### src/rtl/mmp_pkg.sv
// Shared widths, pipeline record types and the arctangent table of the magnitude/phase block.
package mmp_pkg;

  localparam int SAMPLE_W     = 16;
  localparam int OUT_W        = 17;
  localparam int CNT_W        = 2;
  localparam logic [CNT_W-1:0] CNT_RESET = 2'd2;
  localparam int MAX_CHANNELS = 3;

  // Rotation datapath: 19 integer bits cover the CORDIC gain on a full-scale vector.
  localparam int FRAC         = 32;
  localparam int XW           = FRAC + 19;
  localparam int ACC_W        = 34;
  localparam int CORDIC_ITERS = 30;

  // Square root: one result bit per cell.
  localparam int SUM_W        = 32;
  localparam int ROOT_DIGITS  = SUM_W / 2;

  // The rounded amplitude leaves the root chain earlier than the phase leaves the rotation
  // chain; this many registers line them up.
  localparam int AMP_DELAY    = (CORDIC_ITERS + 1) - (ROOT_DIGITS + 2);

  typedef struct packed {
    logic                    valid;
    logic                    single;
    logic                    zero;
    logic signed [XW-1:0]    x;
    logic signed [XW-1:0]    y;
    logic signed [ACC_W-1:0] acc;
  } cordic_t;

  typedef struct packed {
    logic                       single;
    logic signed [SAMPLE_W-1:0] c0;
    logic [SUM_W-1:0]           rem;
    logic [SUM_W-1:0]           root;
  } sqrt_t;

  // Angle of 2^-i in units where 2^32 is a full turn.
  function automatic logic [ACC_W-1:0] atan_turn(input int unsigned i);
    logic [ACC_W-1:0] t;
    case (i)
      0:  t = 34'd536870912;
      1:  t = 34'd316933406;
      2:  t = 34'd167458907;
      3:  t = 34'd85004756;
      4:  t = 34'd42667331;
      5:  t = 34'd21354465;
      6:  t = 34'd10679838;
      7:  t = 34'd5340245;
      8:  t = 34'd2670163;
      9:  t = 34'd1335087;
      10: t = 34'd667544;
      11: t = 34'd333772;
      12: t = 34'd166886;
      13: t = 34'd83443;
      14: t = 34'd41722;
      15: t = 34'd20861;
      16: t = 34'd10430;
      17: t = 34'd5215;
      18: t = 34'd2608;
      19: t = 34'd1304;
      20: t = 34'd652;
      21: t = 34'd326;
      22: t = 34'd163;
      23: t = 34'd81;
      24: t = 34'd41;
      25: t = 34'd20;
      26: t = 34'd10;
      27: t = 34'd5;
      28: t = 34'd3;
      29: t = 34'd1;
      default: t = '0;
    endcase
    return t;
  endfunction

endpackage

### src/rtl/mmp_sqrt_cell.sv
// One digit of the restoring square root, with its output register.
module mmp_sqrt_cell #(
  parameter int STAGE = 0
) (
  input  logic           clk,
  input  logic           en,
  input  mmp_pkg::sqrt_t d,
  output mmp_pkg::sqrt_t q
);

  localparam logic [mmp_pkg::SUM_W-1:0] BIT =
    {{(mmp_pkg::SUM_W-1){1'b0}}, 1'b1} << (2 * (mmp_pkg::ROOT_DIGITS - 1 - STAGE));

  logic [mmp_pkg::SUM_W:0] trial;
  logic                    take;
  mmp_pkg::sqrt_t          q_next;

  assign trial = {1'b0, d.root} + {1'b0, BIT};
  assign take  = {1'b0, d.rem} >= trial;

  always_comb begin
    q_next = d;
    if (take) begin
      q_next.rem  = d.rem - trial[mmp_pkg::SUM_W-1:0];
      q_next.root = (d.root >> 1) + BIT;
    end else begin
      q_next.root = d.root >> 1;
    end
  end

  always_ff @(posedge clk) begin
    if (en) begin
      q <= q_next;
    end
  end

endmodule

### config.mk
export PLATFORM = sky130hd
export DESIGN_NAME = mmp_sqrt_cell
export DESIGN_NICKNAME = d
export VERILOG_FILES = /design/src/rtl/mmp_pkg.sv /design/src/rtl/mmp_sqrt_cell.sv
export SDC_FILE = /design/constraint.sdc
export NUM_CORES = 1
export LEC_CHECK = 0
export BUFFER_PORTS_ARGS = -buffer_cell sky130_fd_sc_hd__buf_4
export CORE_MARGIN = 5
export CORE_UTILIZATION = 55
export CTS_BUF_LIST = sky130_fd_sc_hd__clkbuf_2
export CTS_CLUSTER_SIZE = 24
export DETAILED_ROUTE_END_ITERATION = 6
export HOLD_SLACK_MARGIN = 0.06
export PLACE_DENSITY_LB_ADDON = 0.1
export SKIP_CTS_REPAIR_TIMING = 1
export SYNTH_ARGS = -nofsm -noshare
export SYNTH_HDL_FRONTEND = slang
export SYNTH_SLANG_ARGS = --single-unit
### constraint.sdc
create_clock -name clk -period 4.7 [get_ports clk]
set_input_delay 0.235 -clock clk [delete_from_list [all_inputs] [get_ports clk]]
set_output_delay 0.235 -clock clk [all_outputs]
set_load 0.01 [all_outputs]
==> results of run 1 <==
## power breakdown
group,leakage (uW),internal (uW),switching [uW]
registers,0.000793,887,23.6
logic,0.00215,327,305
clock network,0.0000666,127,253
## worst max-delay path: stages
cell           delay, ns
dlygate4sd3_1       0.55
buf_4               0.14
ha_1                0.38
and3_1              0.22
and4_1              0.23
o21ai_2             0.09
a41oi_4             0.23
a41oi_2             0.24
a211o_1             0.38
a21oi_4             0.58
buf_12              0.25
mux2_2              0.36
## area by class of cell
class	instances	share of cell area (%)
Clock inverter	6	0.956
Sequential cell	81	35.1
Tap cell	105	1.89
Timing Repair Buffer	243	29.3
Inverter	33	1.79
Clock buffer	10	0.721
Multi-Input combinational cell	271	30.3
## path summary, 6_finish.rpt
check | cells past startpoint | to | from
setup / recovery | 12 | q[41]$_DFFE_PP_ | d[42]
hold / removal | 3 | q[33]$_DFFE_PP_ | d[33]
## cell families after synthesis
group                    after synthesis  synth area share (%)
flip-flops                            81                  51.5
AO/OA/AOI/OAI                         93                  13.2
XOR/XNOR                              28                  5.20
AND/OR/NAND/NOR                       84                  9.33
multiplexers                          32                  7.58
buffers and inverters                 43                  3.95
adder cells (fa/ha/maj)               34                  9.17
## cells in the final DEF, fill, tap and decap left out, types with 3 or more instances in the layout
master / instances
and2_1: 4
xor2_1: 14
ha_1: 33
mux2_2: 20
buf_4: 163
and4_1: 3
xnor2_1: 14
dlygate4sd3_1: 79
inv_1: 33
a21oi_1: 32
o21bai_1: 4
nand3_1: 7
edfxtp_1: 81
a21o_1: 8
o21ai_0: 18
nand2_1: 23
mux2_1: 10
clkbuf_2: 10
o21a_1: 3
a21boi_0: 3
nor2_1: 13
nand4_1: 14
nor2b_1: 5
a31oi_1: 5
## layer usage
layer | global-route usage, % | share of wire (%) | vias up
met5 | 0 | 0 | -
met4 | 7.87 | 2.4 | 0
met3 | 4.74 | 7.8 | 26
met2 | 37.8 | 52 | 171
met1 | 25.6 | 38 | 1951
li1 | - | - | 1975
## per-stage QoR
stage / hold slack, ns / instances / setup WS (ns) / power, uW / area (um2)
floorplan: 0.334 / 395 / 1.87 / 1250 / 4720
global placement: 0.414 / 654 / 1.18 / 1480 / 6030
detailed placement: 0.415 / 654 / 1.10 / 1490 / 6030
CTS: -0.205 / 670 / 1.70 / 1870 / 6150
global route: 0.0555 / 749 / 0.999 / 2020 / 6940
finish: 0.0926 / 749 / 1.13 / 1920 / 6940
==> flow_summary.yaml, run 1 <==
drt:
  via_count: 4123
  drt-wirelength-per-cell_um: 17.4
  drt-total-wl_um: 13000
  postRouteAntennaNets: 0
  via_per_inst: 5.50
  drc: 0
  drt_iter0_markers: 162
  drt_first_pass_iters: 5
run_status:
  status: "complete, no violations"
grt:
  grt_usage_pct: 21.4
  grt_max_degree: 82
  overflow: 0
  grt_pass1_vias: 3836
  grt_pass1_wl_um: 17700
  antenna_found_initial: 0
finish:
  seqCellArea_um2: 2430
  multi_input_area_um2: 2100
  nFillCells: 467
  post_route_cells_drive_above_1_share_pct: 32.6
  areaGrowthSynthToFinish_pct: 47.0
  top_register: "q"
  reg.largest.list: "q (81)"
  largest_reg_flops: 81
  final_core_util_pct: 83.6
  antenna_cells: 0
  nNetsFinal: 756
sta:
  maxSlewViolCount: 0
  setup_viol: 0
  finalSetupTns_ns: 0
  max_slew_margin_pct: 31.9
  rsz0062_at_grt: "false"
  hold_viol_final: 0
  timing.final.crit_share_pct: 75.9
  post-route-min-period_ns: 3.57
  worst_slew_pin_slew_ns: 1.02
  fmax_mhz: 281
clock_tree:
  cts_made_buffers: 9
  cts_buffer_depth: 2
  cts_root_buffer: "clkbuf_2"
  clkTransAtPathRegs_ns: 0.23
  cts_htree_levels: 3
  clock-sinks: 81
  tritoncts: "built"
floorplan:
  rows: 33
  die_w_um: 103
  start_util_pct: 56.9
  coreArea_um2: 8300
  die-area_um2: 10500
  die_h_um: 103
  io_pins: 164
power:
  power.density_nw_per_um2: 277
  leakage_uw: 0.00301
  worst_ir_drop_vdd_uv: 156
yosys:
  yosysSeqAreaShare_pct: 51.5
  ys_types: 51
  yosysTopAreaCellShare_pct: 51.5
  synth_nets: 512
  synth_edf_count: 81
  ys.warnings.count: 0
  synthArstFlopShare_pct: 0
  netlist_instances: 395
  synth_top_flop_cell: "edfxtp_1"
  synth_area_leaders: "edfxtp_1 (52%), ha_1 (8.7%), mux2_2 (4.8%)"
  yosysMostFrequentCell: "edfxtp_1"
  synth_seq_cells: 81
  synthTopCellsByCount: "edfxtp_1 (81), ha_1 (33), inv_1 (33)"
  avgSynthCellArea_um2: 11.9
  synth_top_area_cell: "edfxtp_1"
  synth_area_um2: 4720
critical_path:
  worstPathArrival_ns: 3.89
  worstSetupStartpointType: "input port"
  critPathKind: "input port to flip-flop"
  crit_required_ns: 5.03
  endpoint_kind: "flip-flop"
  critical_path.max_fanout: 18
placed_design:
  hpwl_um: 8870
  numPortBuffers: 163
  gp_congestion: 0.899
min_path:
  hp-class: "input port to flip-flop"
flow_run:
  drv_cap: 0
Note: power is estimated with default switching activity, not from simulation.
==> inputs of run 2 (changes only) <==
--- a/config.mk
+++ b/config.mk
@@ -7,7 +7,7 @@
 export LEC_CHECK = 0
 export BUFFER_PORTS_ARGS = -buffer_cell sky130_fd_sc_hd__buf_4
 export CORE_MARGIN = 5
-export CORE_UTILIZATION = 55
+export CORE_UTILIZATION = 52
 export CTS_BUF_LIST = sky130_fd_sc_hd__clkbuf_2
 export CTS_CLUSTER_SIZE = 24
 export DETAILED_ROUTE_END_ITERATION = 6
==> constraint.sdc (replaced) <==
create_clock -name clk -period 3.28 [get_ports clk]
set_input_delay 0.164 -clock clk [delete_from_list [all_inputs] [get_ports clk]]
set_output_delay 0.164 -clock clk [all_outputs]
set_load 0.01 [all_outputs]
==> flow_summary.yaml, run 2 (synthesized netlist as in run 1, its figures left out) <==
sta:
  fmax_mhz: 328
  rsz0062_at_grt: "false"
  post-route-min-period_ns: 3.05
  setup_viol: 0
  worst_slew_pin_slew_ns: 1.03
  finalSetupTns_ns: 0
  hold_slack_ns: 0.301
  timing.final.crit_share_pct: 93.1
  max_slew_margin_pct: 31.0
  hold_viol_final: 0
  maxSlewViolCount: 0
grt:
  antenna_found_initial: 0
  grt_usage_pct: 20.1
  grt_max_degree: 82
  grt_pass1_vias: 3756
  grt_pass1_wl_um: 18200
  overflow: 0
critical_path:
  worstPathArrival_ns: 3.37
  endpoint_kind: "flip-flop"
  worstSetupStartpointType: "input port"
  critical_path.max_fanout: 4
  critPathKind: "input port to flip-flop"
  crit_required_ns: 3.60
finish:
  reg.largest.list: "q (81)"
  areaGrowthSynthToFinish_pct: 47.9
  antenna_cells: 0
  fin_cells: 756
  post_route_cells_drive_above_1_share_pct: 32.7
  layout_common_cells: "buf_4 (165), dlygate4sd3_1 (81), edfxtp_1 (81), inv_1 (33), ha_1 (33)"
  top_register: "q"
  final_common_cell: "buf_4"
  nNetsFinal: 760
  nFillCells: 558
  largest_reg_flops: 81
  final_cell_area_um2: 6980
power:
  seqPwrFrac_pct: 47.4
  pwr-share-comb_pct: 32.8
  power.density_nw_per_um2: 395
  clockPowerShare_pct: 19.9
  totalPowerFinal_uw: 2760
  p_int_uw: 1930
  worst_ir_drop_vdd_uv: 254
  p_sw_share_pct: 30.1
  leakage_uw: 0.00303
  netSwitchingPower_uw: 829
drt:
  drt-wirelength-per-cell_um: 16.5
  via_count: 4033
  drt-total-wl_um: 12500
  drt_first_pass_iters: 4
  postRouteAntennaNets: 0
  drc: 0
  via_per_inst: 5.33
  drt_iter0_markers: 164
clock_tree:
  clock-sinks: 81
  clkTransAtPathRegs_ns: 0.23
  tritoncts: "built"
  cts_root_buffer: "clkbuf_2"
  cts_made_buffers: 9
  cts_htree_levels: 3
  cts_buffer_depth: 2
floorplan:
  io_pins: 164
  die_h_um: 105
  die_w_um: 105
  start_util_pct: 53.9
  die-area_um2: 11100
  rows: 34
  coreArea_um2: 8760
flow_run:
  drv_cap: 0
min_path:
  hp-class: "input port to flip-flop"
  hold_depth: 1
run_status:
  status: "complete, no violations"
placed_design:
  gp_congestion: 0.889
  hpwl_um: 8590
  placed_cell_area_um2: 6050
  dpl.cell_count: 659
  numPortBuffers: 163
[run 2: cell types whose count changed in the layout (fill, tap and decap cells not counted)]
| cell | change |
|---|---|
| buf_4 | +2 |
| clkinv_4 | +2 |
| dlygate4sd3_1 | +2 |
| clkinvlp_4 | -1 |
| inv_6 | -1 |
[run 2: metal layers]
metal / GRT usage [%] / share of wire (%) / vias to the layer above
li1: - / - / 1982
met1: 25.0 / 42 / 1906
met2: 33.9 / 51 / 134
met3: 5.32 / 6.4 / 11
met4: 6.39 / 1.0 / 0
met5: 0 / 0 / -
[run 2: worst paths after layout]
check	start	end
worst max-delay path	d[0]	q[52]$_DFFE_PP_
worst min-delay path	en	q[41]$_DFFE_PP_
[run 2: power by group through the flow]
stage,combinational [uW],sequential [uW],clock [uW]
finish,903,1310,548
global route,979,1320,606
CTS,819,1310,560
detailed placement,815,1330,0
global placement,795,1330,0
floorplan,403,1380,0
[run 2: cell type report]
class                           count  area [um2]  share of cell area (%)
Clock buffer                       10        50.0                   0.717
Clock inverter                      6        67.6                   0.968
Inverter                           33         124                    1.77
Multi-Input combinational cell    271        2100                    30.1
Sequential cell                    81        2430                    34.9
Tap cell                          108         135                    1.94
Timing Repair Buffer              247        2070                    29.7
[run 2: worst max-delay path, stage by stage]
cell,delay [ns]
dlygate4sd3_1,0.55
buf_4,0.13
ha_1,0.21
fa_1,0.40
nor2b_1,0.21
o21bai_1,0.11
a21boi_0,0.25
o21ai_0,0.23
o21ai_0,0.52
a21oi_1,0.17
xnor2_1,0.15
mux2_2,0.26
[run 2: through the flow]
step | setup WS, ns | utilization [%]
detailed placement | 0.278 | 69.0
finish | 0.227 | 79.6
floorplan | 0.518 | -
global placement | 0.257 | 69.0
CTS | 0.871 | 70.4
global route | 0.0698 | 79.6
==> inputs of run 3 (changes only) <==
--- a/config.mk
+++ b/config.mk
@@ -7,7 +7,7 @@
 export LEC_CHECK = 0
 export BUFFER_PORTS_ARGS = -buffer_cell sky130_fd_sc_hd__buf_4
 export CORE_MARGIN = 5
-export CORE_UTILIZATION = 52
+export CORE_UTILIZATION = 35
 export CTS_BUF_LIST = sky130_fd_sc_hd__clkbuf_2
 export CTS_CLUSTER_SIZE = 24
 export DETAILED_ROUTE_END_ITERATION = 6
==> flow_summary.yaml, run 3 (synthesized netlist as in run 1, its figures left out) <==
power:
  clockPowerShare_pct: 19.0
  netSwitchingPower_uw: 793
  power.density_nw_per_um2: 385
  p_int_uw: 1930
  worst_ir_drop_vdd_uv: 217
  pwr-share-comb_pct: 33.1
  p_sw_share_pct: 29.1
  leakage_uw: 0.00304
  seqPwrFrac_pct: 47.9
critical_path:
  worstPathArrival_ns: 3.41
  worstSetupStartpointType: "input port"
  crit_slowest_cell: "o21ai_0"
  path_cells: "buf_4 -> dlygate4sd3_1 -> inv_1 -> ha_1 -> fa_1 -> nor2b_1 -> o21bai_1 -> a21boi_0 -> o21ai_0 -> o21ai_0 -> a21oi_1 -> xnor2_1 -> mux2_2"
  critPathMaxStageDelay_ns: 0.54
  path_common_cell: "o21ai_0"
  endpoint_kind: "flip-flop"
  critical_path.max_fanout: 4
  cpLargestDelayFamily: "compound AO/OA/AOI/OAI gates"
  critPathKind: "input port to flip-flop"
  worst-path-buf-inv: 3
  crit_required_ns: 3.60
grt:
  grt_pass1_vias: 3780
  busiest_layer: "met2"
  use_met1_pct: 18.4
  use_met3_pct: 5.46
  grt_usage_pct: 14.6
  antenna_found_initial: 0
  overflow: 0
  grt_max_degree: 82
  grt_pass1_wl_um: 18700
  met2_usage_pct: 23.4
floorplan:
  die_h_um: 126
  coreArea_um2: 13200
  die_w_um: 126
  io_pins: 164
  rows: 42
  die-area_um2: 15900
  start_util_pct: 35.6
clock_tree:
  tritoncts: "built"
  cts_htree_levels: 3
  cts_made_buffers: 9
  cts_buffer_depth: 2
  cts_root_buffer: "clkbuf_2"
  clkTransAtPathRegs_ns: 0.22
  clock-sinks: 81
min_path:
  hold_depth: 4
  min_to: "q[33]$_DFFE_PP_"
  hp-start: "d[0]"
  hp-class: "input port to flip-flop"
finish:
  multi_input_area_um2: 2100
  layout_common_cells: "buf_4 (167), dlygate4sd3_1 (81), edfxtp_1 (81), inv_1 (33), ha_1 (33)"
  post_route_cells_drive_above_1_share_pct: 33.0
  seqCellArea_um2: 2430
  nFillCells: 1208
  antenna_cells: 0
  top_register: "q"
  nNetsFinal: 762
  reg.largest.list: "q (81)"
  final_core_util_pct: 53.3
  final_common_cell: "buf_4"
  areaGrowthSynthToFinish_pct: 49.7
  largest_reg_flops: 81
drt:
  drt_iter0_markers: 136
  postRouteAntennaNets: 0
  via_count: 3955
  via_per_inst: 4.79
  drc: 0
  drt-total-wl_um: 12500
  drt_first_pass_iters: 4
  drt-wirelength-per-cell_um: 15.2
placed_design:
  gp_congestion: 0.877
  hpwl_um: 9100
  numPortBuffers: 163
sta:
  post-route-min-period_ns: 3.09
  rsz0062_at_grt: "false"
  max_slew_margin_pct: 30.3
  maxSlewViolCount: 0
  fmax_mhz: 323
  worst_slew_pin_slew_ns: 1.05
  timing.final.crit_share_pct: 94.2
  setup_viol: 0
  hold_viol_final: 0
  finalSetupTns_ns: 0
run_status:
  status: "complete, no violations"
flow_run:
  drv_cap: 0
run 3: changes by cell type in the layout (fill, tap and decap cells not counted):
cell	delta
buf_4	+2
clkbuf_2	+2
clkinv_4	-2
clkinv_1	-1
clkinv_2	+1
inv_6	-1
run 3: worst max path at each step:
| stage | startpoint | end | slack [ns] | depth (start not counted) |
|---|---|---|---|---|
| after floorplan | d[11] | q[39]$_DFFE_PP_ | 0.52 | 11 |
| final | d[32] | q[52]$_DFFE_PP_ | 0.19 | 13 |
| after global routing | d[32] | q[52]$_DFFE_PP_ | 0.01 | 13 |
| after CTS | d[0] | q[52]$_DFFE_PP_ | 0.83 | 11 |
| after detailed placement | d[0] | q[52]$_DFFE_PP_ | 0.18 | 11 |
| after global placement | d[0] | q[52]$_DFFE_PP_ | 0.23 | 11 |
run 3: power by group through the flow:
stage | clock network (uW) | registers [uW] | logic (uW)
floorplan | 0 | 1380 | 403
global placement | 0 | 1330 | 817
detailed placement | 0 | 1330 | 823
CTS | 555 | 1300 | 828
global route | 600 | 1310 | 989
finish | 516 | 1300 | 901
run 3: per-layer routing:
metal | up-vias | wire length, um
li1 | 1980 | -
met1 | 1844 | 5580
met2 | 122 | 5940
met3 | 9 | 850
met4 | 0 | 128
met5 | - | 0
run 3: metrics by stage:
step	instances	area, um2	hold slack, ns	setup WS (ns)	total power [uW]
2_1_floorplan	395	4720	0.263	0.518	1790
3_3_place_gp	729	6150	0.342	0.230	2150
3_5_place_dp	729	6150	0.343	0.176	2150
4_1_cts	744	6250	-0.316	0.830	2690
5_1_grt	825	7060	0.184	0.0149	2900
6_report	825	7060	0.244	0.189	2720
run 3: final cells by class:
type | instances | share of cell area (%)
inverter | 33 | 1.75
timing repair buffer | 249 | 29.5
sequential | 81 | 34.4
clock inverter | 3 | 0.602
tap | 176 | 3.12
multi-input combinational | 271 | 29.7
clock buffer | 12 | 0.850
